$ cat src/rtl/gpnf_pkg.sv
// gaze point noise filter: shared widths, register codes and configuration type
// no dependencies; used by every module of the filter
`timescale 1ns / 1ps

package gpnf_pkg;

	localparam int unsigned COORD_W   = 24;
	localparam int unsigned ERR_W     = 25;
	localparam int unsigned ACC_W     = 32;
	localparam int unsigned LIMIT_W   = 48;
	localparam int unsigned ZONE_W    = 23;
	localparam int unsigned GAIN_W    = 16;
	localparam int unsigned CFG_IDX_W = 3;

	typedef logic signed [COORD_W-1:0] coord_t;
	typedef logic signed [ERR_W-1:0]   err_t;
	typedef logic signed [ACC_W-1:0]   acc_t;

	typedef enum logic [CFG_IDX_W-1:0] {
		REG_JUMP_LIMIT_SQ = 3'd0,
		REG_DEAD_ZONE     = 3'd1,
		REG_SLOW_ZONE     = 3'd2,
		REG_FAST_GAIN     = 3'd3,
		REG_SLOW_GAIN     = 3'd4,
		REG_INTEG_LIMIT   = 3'd5,
		REG_INTEG_GAIN    = 3'd6
	} cfg_reg_t;

	typedef struct packed {
		logic [LIMIT_W-1:0] jump_limit_sq;
		logic [ZONE_W-1:0]  dead_zone;
		logic [ZONE_W-1:0]  slow_zone;
		logic [GAIN_W-1:0]  fast_gain;
		logic [GAIN_W-1:0]  slow_gain;
		logic [ZONE_W-1:0]  integ_limit;
		logic [GAIN_W-1:0]  integ_gain;
	} cfg_t;

	localparam cfg_t CFG_RESET = '{
		jump_limit_sq: 48'd20971520,
		dead_zone:     23'd2048,
		slow_zone:     23'd10240,
		fast_gain:     16'd32768,
		slow_gain:     16'd2621,
		integ_limit:   23'd256,
		integ_gain:    16'd13107
	};

endpackage

$ cat src/rtl/gpnf_axis_update.sv
// gaze point noise filter: one axis of the proportional and integral update
// depends on gpnf_pkg
`timescale 1ns / 1ps

module gpnf_axis_update (
	input  gpnf_pkg::coord_t            filt,
	input  gpnf_pkg::acc_t              acc,
	input  gpnf_pkg::err_t              err,
	input  logic [gpnf_pkg::GAIN_W-1:0] gain,
	input  logic [gpnf_pkg::ZONE_W-1:0] dead_zone,
	input  logic [gpnf_pkg::ZONE_W-1:0] integ_limit,
	input  logic [gpnf_pkg::GAIN_W-1:0] integ_gain,
	output gpnf_pkg::coord_t            filt_next,
	output gpnf_pkg::acc_t              acc_next
);

	logic signed [32:0] acc_sum;
	gpnf_pkg::acc_t     acc_sat;
	logic [24:0]        err_mag;
	logic [32:0]        acc_mag;
	logic signed [41:0] p_prod;
	logic signed [42:0] p_rnd;
	logic signed [26:0] p_move;
	logic signed [48:0] i_prod;
	logic signed [49:0] i_rnd;
	logic signed [33:0] i_move;
	logic               p_on;
	logic               fire;
	logic signed [34:0] move;
	logic signed [35:0] filt_sum;

	assign acc_sum = 33'(acc) + 33'(err);

	// clamp to 32 bits when the top two bits disagree
	always_comb begin
		if (acc_sum[32] != acc_sum[31]) begin
			acc_sat = acc_sum[32] ? 32'sh8000_0000 : 32'sh7fff_ffff;
		end else begin
			acc_sat = $signed(acc_sum[31:0]);
		end
	end

	assign err_mag = err[24] ? 25'($unsigned(-err)) : 25'($unsigned(err));
	assign acc_mag = acc_sat[31] ? $unsigned(-33'(acc_sat)) : $unsigned(33'(acc_sat));

	// gain times value, round half up back to Q16.8
	assign p_prod = $signed({1'b0, gain}) * err;
	assign p_rnd  = 43'(p_prod) + 43'sd32768;
	assign p_move = $signed(p_rnd[42:16]);

	assign i_prod = $signed({1'b0, integ_gain}) * acc_sat;
	assign i_rnd  = 50'(i_prod) + 50'sd32768;
	assign i_move = $signed(i_rnd[49:16]);

	assign p_on = err_mag > 25'(dead_zone);
	assign fire = acc_mag > 33'(integ_limit);

	assign move     = (p_on ? 35'(p_move) : 35'sd0) + (fire ? 35'(i_move) : 35'sd0);
	assign filt_sum = 36'(filt) + 36'(move);

	always_comb begin
		if (filt_sum > 36'sd8388607) begin
			filt_next = 24'sh7f_ffff;
		end else if (filt_sum < -36'sd8388608) begin
			filt_next = 24'sh80_0000;
		end else begin
			filt_next = $signed(filt_sum[23:0]);
		end
	end

	assign acc_next = fire ? '0 : acc_sat;

endmodule

$ cat config.mk
export PLATFORM = sky130hd
export DESIGN_NAME = gpnf_axis_update
export DESIGN_NICKNAME = d
export VERILOG_FILES = /design/src/rtl/gpnf_pkg.sv /design/src/rtl/gpnf_axis_update.sv
export SDC_FILE = /design/constraint.sdc
export NUM_CORES = 2
export LEC_CHECK = 0
export BUFFER_PORTS_ARGS = -buffer_cell sky130_fd_sc_hd__buf_2
export CAP_MARGIN = 20
export CORE_MARGIN = 2
export CORE_UTILIZATION = 45
export DETAILED_ROUTE_END_ITERATION = 6
export GPL_TIMING_DRIVEN = 0
export SLEW_MARGIN = 20
export SYNTH_ARGS = -nofsm -noshare
export SYNTH_HDL_FRONTEND = slang
export SYNTH_SLANG_ARGS = --single-unit
$ cat constraint.sdc
create_clock -name vclk -period 40.4
set_clock_uncertainty 0.15 [all_clocks]
set_input_delay 4.04 -clock vclk [all_inputs]
set_output_delay 4.04 -clock vclk [all_outputs]
set_load 0.01 [all_outputs]
==> results_dict.tcl <==
set metrics [dict create \
    globalplace.congestion 0.983 \
    cp.arrival_ns 23.68 \
    die_area_um2 95200 \
    wl_per_cell_um 21.0 \
    ant_nets 0 \
    yosysSeqAreaShare_pct 0 \
    core_area_um2 91800 \
    synth_top_area_share_pct 42.6 \
    grt_pass1_vias 36176 \
    grt_use_met3_pct 4.19 \
    critPathTopFamily "compound AO/OA/AOI/OAI gates" \
    hold_path.class "primary input to output port" \
    required_ns 36.21 \
    viasPerCell 5.40 \
    dp_hpwl_mm 118 \
    yosysMostFrequentCell "inv_1" \
    grt_max_degree 13 \
    ys_types 80 \
    whs_ns 8.57 \
    syn_nets 6446 \
    yosys_warnings 0 \
    synth_area_um2 41700 \
    num_vias 34827 \
    grt-busiest-layer "met2" \
    yosys-top-cells-area "fa_1, ha_1, inv_1" \
    clkbuf_count 0 \
    synth_common_cells "inv_1, fa_1, nand2_1" \
    start_util_pct 45.5 \
    layout.nets 6658 \
    seqCellArea_um2 0 \
    finalWorstSetupSlack_ns 12.53 \
    cts-hold-fix-buffers 0 \
    min_period_ns 27.87 \
    post_cts_buffers 0 \
    die-width_um 309 \
    post_synth.cell_area_avg_um2 8.38 \
    drc 0 \
    grt_use_met1_pct 39.7 \
    area_growth_pct 6.33 \
    grtUsageTotal_pct 29.1 \
    crit_buf_inv 13 \
    ios 215 \
    status "completed" \
    ctsResizeCount 0 \
    start_kind "primary input" \
    wl_mm 135 \
    synth_top_area_cell "fa_1" \
    drive_gt1_share_pct 5.12 \
    setup.worst_path.end_class "output port" \
    post_dp_cell_area_um2 44400 \
    maxSlewViolCount 0 \
    rsz0062_at_grt "no" \
    grt-ovfl-total 0 \
    grt_pass1_wl_mm 212 \
    critPathSlowestCell "clkbuf_1" \
    fp-row-count 111 \
    synthCells 4983 \
    seq_cells 0 \
    cap_violations 0 \
    fin_tns_setup_ns 0 \
    fmax_mhz 35.9 \
    fin_area_um2 44400 \
    max_slew_margin_pct 27.7 \
    drtIter0Drc 2504 \
    path_max_fanout 11 \
    drt_first_pass_iters 6 \
    tightest_slew_ns 1.09 \
    setup_viol 0 \
    die_h_um 309 \
    antenna_found_initial 8 \
    worstSetupPathType "primary input to output port" \
    place_ws_ns 12.70 \
    period_share_pct 69.0 \
    use_met2_pct 48.2 \
    hold_viol_final 0 \
    io_buffers 209 \
    cp_slowest_stage_delay_ns 0.58 \
]
cell families (layout without fill, tap and decap cells):
family	after synthesis	count (layout)	share of synthesized area, %
simple gates	1530	1530	18.7
other cells	0	9	0
xor+xnor	172	172	3.61
compound gates	665	665	10.6
buf+inv	1300	1510	11.8
fa+ha+maj	1304	1304	55.1
mux	12	12	0.300
stage by stage:
step	util [%]	std cells
2_1_floorplan	-	4983
3_3_place_gp	48.3	6435
3_5_place_dp	48.3	6436
4_1_cts	48.3	6436
5_1_grt	48.3	6441
6_report	48.3	6445
path summary, 6_finish.rpt:
| check | from | endpoint | slack (ns) | cells after the start |
|---|---|---|---|---|
| max | err[1] | filt_next[10] | 12.53 | 64 |
| min | filt[20] | filt_next[20] | 8.57 | 5 |
layout make-up:
type | count | area [um^2]
Tap cell | 1243 | 1560
Fill cell | 9143 | 47400
Multi-Input combinational cell | 3683 | 36800
Timing Repair Buffer | 210 | 1050
Buffer | 233 | 912
Antenna cell | 9 | 22.5
Inverter | 1067 | 4010
cells in the final DEF, fill, tap and decap left out, drive strengths merged, types with 15 or more instances in the layout:
master / Yosys / routed
nor3: 63 / 63
nor2: 160 / 160
nand2b: 31 / 31
or3: 21 / 21
a211oi: 24 / 24
a21boi: 15 / 15
a21o: 101 / 101
inv: 1067 / 1067
xnor2: 122 / 122
o211ai: 15 / 15
o21a: 35 / 35
o21bai: 24 / 24
ha: 415 / 415
nand3: 42 / 42
xor2: 50 / 50
nor2b: 48 / 48
nor4: 17 / 17
buf: 19 / 229
a21oi: 188 / 188
and3: 107 / 107
clkbuf: 214 / 214
a31oi: 23 / 23
nand4: 29 / 29
nand2: 533 / 533
o21ai: 115 / 115
and2: 440 / 440
fa: 889 / 889
per-layer routing:
| metal | wire, um | vias to the layer above |
|---|---|---|
| met4 | 4690 | 0 |
| met2 | 63000 | 1265 |
| met3 | 10200 | 206 |
| met1 | 57200 | 17457 |
| met5 | 0 | - |
| li1 | - | 15899 |
