`src/rtl/gpnf_pkg.sv`:
```
// gaze point noise filter: shared widths, register codes and configuration type
// no dependencies; used by every module of the filter
`timescale 1ns / 1ps

package gpnf_pkg;

	localparam int unsigned COORD_W   = 24;
	localparam int unsigned ERR_W     = 25;
	localparam int unsigned ACC_W     = 32;
	localparam int unsigned LIMIT_W   = 48;
	localparam int unsigned ZONE_W    = 23;
	localparam int unsigned GAIN_W    = 16;
	localparam int unsigned CFG_IDX_W = 3;

	typedef logic signed [COORD_W-1:0] coord_t;
	typedef logic signed [ERR_W-1:0]   err_t;
	typedef logic signed [ACC_W-1:0]   acc_t;

	typedef enum logic [CFG_IDX_W-1:0] {
		REG_JUMP_LIMIT_SQ = 3'd0,
		REG_DEAD_ZONE     = 3'd1,
		REG_SLOW_ZONE     = 3'd2,
		REG_FAST_GAIN     = 3'd3,
		REG_SLOW_GAIN     = 3'd4,
		REG_INTEG_LIMIT   = 3'd5,
		REG_INTEG_GAIN    = 3'd6
	} cfg_reg_t;

	typedef struct packed {
		logic [LIMIT_W-1:0] jump_limit_sq;
		logic [ZONE_W-1:0]  dead_zone;
		logic [ZONE_W-1:0]  slow_zone;
		logic [GAIN_W-1:0]  fast_gain;
		logic [GAIN_W-1:0]  slow_gain;
		logic [ZONE_W-1:0]  integ_limit;
		logic [GAIN_W-1:0]  integ_gain;
	} cfg_t;

	localparam cfg_t CFG_RESET = '{
		jump_limit_sq: 48'd20971520,
		dead_zone:     23'd2048,
		slow_zone:     23'd10240,
		fast_gain:     16'd32768,
		slow_gain:     16'd2621,
		integ_limit:   23'd256,
		integ_gain:    16'd13107
	};

endpackage

```
`src/rtl/gpnf_cfg_regs.sv`:
```
// gaze point noise filter: configuration register file with its write channel
// depends on gpnf_pkg
`timescale 1ns / 1ps

module gpnf_cfg_regs (
	input  logic                               clk,
	input  logic                               arst_n,
	input  logic                               cfg_valid,
	output logic                               cfg_ready,
	input  logic [gpnf_pkg::CFG_IDX_W-1:0]     cfg_index,
	input  logic [gpnf_pkg::LIMIT_W-1:0]       cfg_data,
	output gpnf_pkg::cfg_t                     cfg
);

	gpnf_pkg::cfg_t cfg_q;

	assign cfg_ready = 1'b1;
	assign cfg       = cfg_q;

	always_ff @(posedge clk or negedge arst_n) begin
		if (!arst_n) begin
			cfg_q <= gpnf_pkg::CFG_RESET;
		end else if (cfg_valid) begin
			unique case (gpnf_pkg::cfg_reg_t'(cfg_index))
				gpnf_pkg::REG_JUMP_LIMIT_SQ: cfg_q.jump_limit_sq <= cfg_data;
				gpnf_pkg::REG_DEAD_ZONE:     cfg_q.dead_zone   <= cfg_data[gpnf_pkg::ZONE_W-1:0];
				gpnf_pkg::REG_SLOW_ZONE:     cfg_q.slow_zone   <= cfg_data[gpnf_pkg::ZONE_W-1:0];
				gpnf_pkg::REG_FAST_GAIN:     cfg_q.fast_gain   <= cfg_data[gpnf_pkg::GAIN_W-1:0];
				gpnf_pkg::REG_SLOW_GAIN:     cfg_q.slow_gain   <= cfg_data[gpnf_pkg::GAIN_W-1:0];
				gpnf_pkg::REG_INTEG_LIMIT:   cfg_q.integ_limit <= cfg_data[gpnf_pkg::ZONE_W-1:0];
				gpnf_pkg::REG_INTEG_GAIN:    cfg_q.integ_gain  <= cfg_data[gpnf_pkg::GAIN_W-1:0];
				default: begin
					// unused index, transaction dropped
				end
			endcase
		end
	end

endmodule

```
`config.mk`:
```
export PLATFORM = sky130hd
export DESIGN_NAME = gpnf_cfg_regs
export DESIGN_NICKNAME = d
export VERILOG_FILES = /design/src/rtl/gpnf_pkg.sv /design/src/rtl/gpnf_cfg_regs.sv
export SDC_FILE = /design/constraint.sdc
export NUM_CORES = 1
export LEC_CHECK = 0
export BUFFER_PORTS_ARGS = -buffer_cell sky130_fd_sc_hd__buf_2
export CORE_ASPECT_RATIO = 0.8
export CORE_MARGIN = 4
export CORE_UTILIZATION = 45
export CTS_CLUSTER_SIZE = 25
export DETAILED_ROUTE_END_ITERATION = 6
export PLACE_DENSITY = 0.87
export SYNTH_ARGS = -nofsm -noshare
export SYNTH_HDL_FRONTEND = slang
export SYNTH_SLANG_ARGS = --single-unit
```
`constraint.sdc`:
```
create_clock -name clk -period 0.85 [get_ports clk]
set_clock_uncertainty 0.15 [all_clocks]
set_input_delay 0.17 -clock clk [delete_from_list [all_inputs] [get_ports clk]]
set_output_delay 0.17 -clock clk [all_outputs]
set_load 0.005 [all_outputs]
```
==> qor.yml <==
floorplan:
  pin_count: 220
  coreArea_sq_um: 13600
  die_w_um: 139.8
  die_area_sq_um: 15850
  num_rows: 38
  initial_core_util_pct: 45.96
  die_y_um: 113.4
setup_path:
  crit_arrival_ns: 1.07
  worstPathCellList: "buf_6"
  critPathKind: "register to primary output"
  slowest_stage: "dfstp_2"
  cp.depth: 1
  crit_buf_inv: 1
  crit-reg2reg-launch: "cfg[156]"
  slowest_delay_ns: 0.56
  start_kind: "register"
  end_kind: "primary output"
  reg2reg_setup_slack_ns: -0.33
  cp_top_family: "flip-flops"
  crit_start: "cfg[12]"
  ff2ff_path_depth: 3
  required_ns: 0.53
  cp-endpoint: "cfg[12]"
  timing.rr.end: "cfg[156]"
  path_max_fanout: 2
route:
  drc: 0
  ant_nets: 0
  wl_per_cell_um: 24.14
  drt_first_iter_violations: 321
  totalWireLength_mm: 22.96
  firstDrtPassIters: 4
  vias_per_cell: 5.080
  vias: 4831
timing:
  layout_min_cycle_time_ns: 1.389
  max_freq_mhz: 720.1
  setup_viol: 330
  min_period_over_period_pct: 163.4
  rsz0062_at_grt: "true"
  hold_ws_ns: -0.1645
  hold_viol: 157
  slew_viol_final: 0
  fin_ws_ns: -0.5388
  tns_ns: -117.00
yosys:
  synthArstFlopShare_pct: 100.0
  synth.area.top_cells: "dfrtp_1 57%, mux2_2 29%, dfstp_2 9.2%"
  synth_edf_count: 0
  synth-seq-cells: 165
  syn-cell-area_sq_um: 6250
  yosys.area.top_type: "dfrtp_1"
  synth_flop_cell: "dfrtp_1"
  synth_cell_types: 12
  yosysMostFrequentCell: "mux2_2"
  synth_top_area_share_pct: 57.26
  synth_warnings: 0
  synth_cells: 356
  ys_top_cells_by_count: "160 x mux2_2, 143 x dfrtp_1, 22 x dfstp_2"
  synth_nets: 410
  synth.avg_cell_area_sq_um: 17.56
  synth.yosys.seq_area_share_pct: 66.51
run_status:
  violations: "negative hold slack, negative setup slack"
  status: "finished, violations left"
global_route:
  antenna_found_initial: 0
  grtUsageTotal_pct: 26.72
  grt_pass1_wl_mm: 31.70
  first_global_vias: 5073
  globalRouteOverflowTotal: 0
  grt_max_degree: 49
clock_network:
  worstSkewPairLatency_ns: 0.41
  cts_made_buffers: 17
  clock-sinks: 165
  cts_tree: "done"
  cts_max_level: 4
  clk_pin_slew_ns: 0.06
  cts.path.max_buffers: 2
  root_buffer: "clkbuf_16"
  ctsHoldBuffers: 1
power:
  max-vdd-ir-drop_uv: 1952
  leakage_nw: 5.628
  cellPowerDensity_nw_per_um2: 2485
cells_and_area:
  layout.cells.non_filler: 951
  insertedDiodeCount: 0
  final_nets: 812
  largest_reg_flops: 165
  drive_gt1_share_pct: 80.80
  num-fill-cells: 752
  syn_to_final_growth_pct: 73.45
min_path:
  min_from: "cfg_data[28]"
  hold_class: "input pin to register"
place:
  port_buffers: 218
  dp_hpwl_mm: 11.22
  gp_congestion: 0.7839
  dp_cells: 766
run:
  drv_cap: 0
## where the power goes
part | switching, mW | total [mW] | internal (mW) | leakage (nW)
Combinational | 2.69 | 8.18 | 5.49 | 3.38
Clock | 3.15 | 7.83 | 4.68 | 0.298
Sequential | 1.15 | 10.9 | 9.77 | 1.95
## placed cells by master (no fill, tap or decap)
master,netlist,layout
dfstp_2,22,22
nor4b_4,1,1
clkbuf_8,0,4
nor4bb_4,0,3
bufinv_16,0,2
clkinv_2,0,1
mux2_2,160,6
inv_6,0,2
buf_8,0,7
nand4b_4,0,2
nand4b_1,1,1
buf_6,7,43
clkbuf_16,0,20
clkinv_4,0,4
dfrtp_1,143,143
buf_12,0,23
buf_16,0,8
clkbuf_1,0,2
buf_2,9,195
dlygate4sd3_1,0,1
conb_1,1,1
mux2_4,0,159
buf_4,2,121
## how the worst min path moves through the flow
| stage | endpoint | cells after the start |
|---|---|---|
| after global placement | cfg[17] | 2 |
| after global routing | cfg[145] | 2 |
| final | cfg[145] | 2 |
| after detailed placement | cfg[17] | 2 |
| after floorplan | cfg[100] | 0 |
| after CTS | cfg[145] | 2 |
## layout make-up
type                    count  area [sq um]  share of cell area, %
clock buffers              23         488.0                  4.501
repair buffers            401          3239                  29.88
clock inverters             9         117.6                  1.085
multi-input cells         173          2614                  24.11
well taps                 180         225.2                  2.078
flip-flops and latches    165          4156                  38.34
## repair_timing
action / 4_1_cts / 5_1_grt
resized for setup: 161 / 31
endpoints found under the hold margin: 330 / 158
pin swaps: 4 / 4
endpoints found under the setup margin: 330 / 362
setup buffers: 79 / 72
cloned: 13 / 2
## stage by stage
step	setup slack, ns	cell area, sq um	total power, mW	utilization [%]
global route	-0.5734	10840	28.08	79.72
floorplan	-0.5167	6579	12.96	-
detailed placement	-0.7987	8127	15.81	59.76
CTS	-0.5524	10330	25.56	75.97
global placement	-0.7811	8127	15.51	59.76
finish	-0.5388	10840	26.93	79.72
## worst register-to-register path, stage by stage (launching register included)
cell and delay, ns:
dfrtp_1 0.39, buf_4 0.14, buf_4 0.13, mux2_4 0.26
## routing by layer
| metal | vias to the layer above | share of wire [%] | track usage [%] |
|---|---|---|---|
| li1 | 2077 | - | - |
| met1 | 2512 | 40 | 34.44 |
| met3 | 35 | 6.3 | 6.370 |
| met5 | - | 0 | 0 |
| met2 | 207 | 52 | 45.95 |
| met4 | 0 | 1.8 | 7.101 |
## cell families after synthesis
family                 Yosys count  share of synthesized area [%]
DFF                            165                          66.51
other                            1                        0.06000
muxes                          165                          29.73
buffers and inverters           18                          2.222
and+or+nand+nor                  7                          1.482
Power figures use the tool's default switching activity.
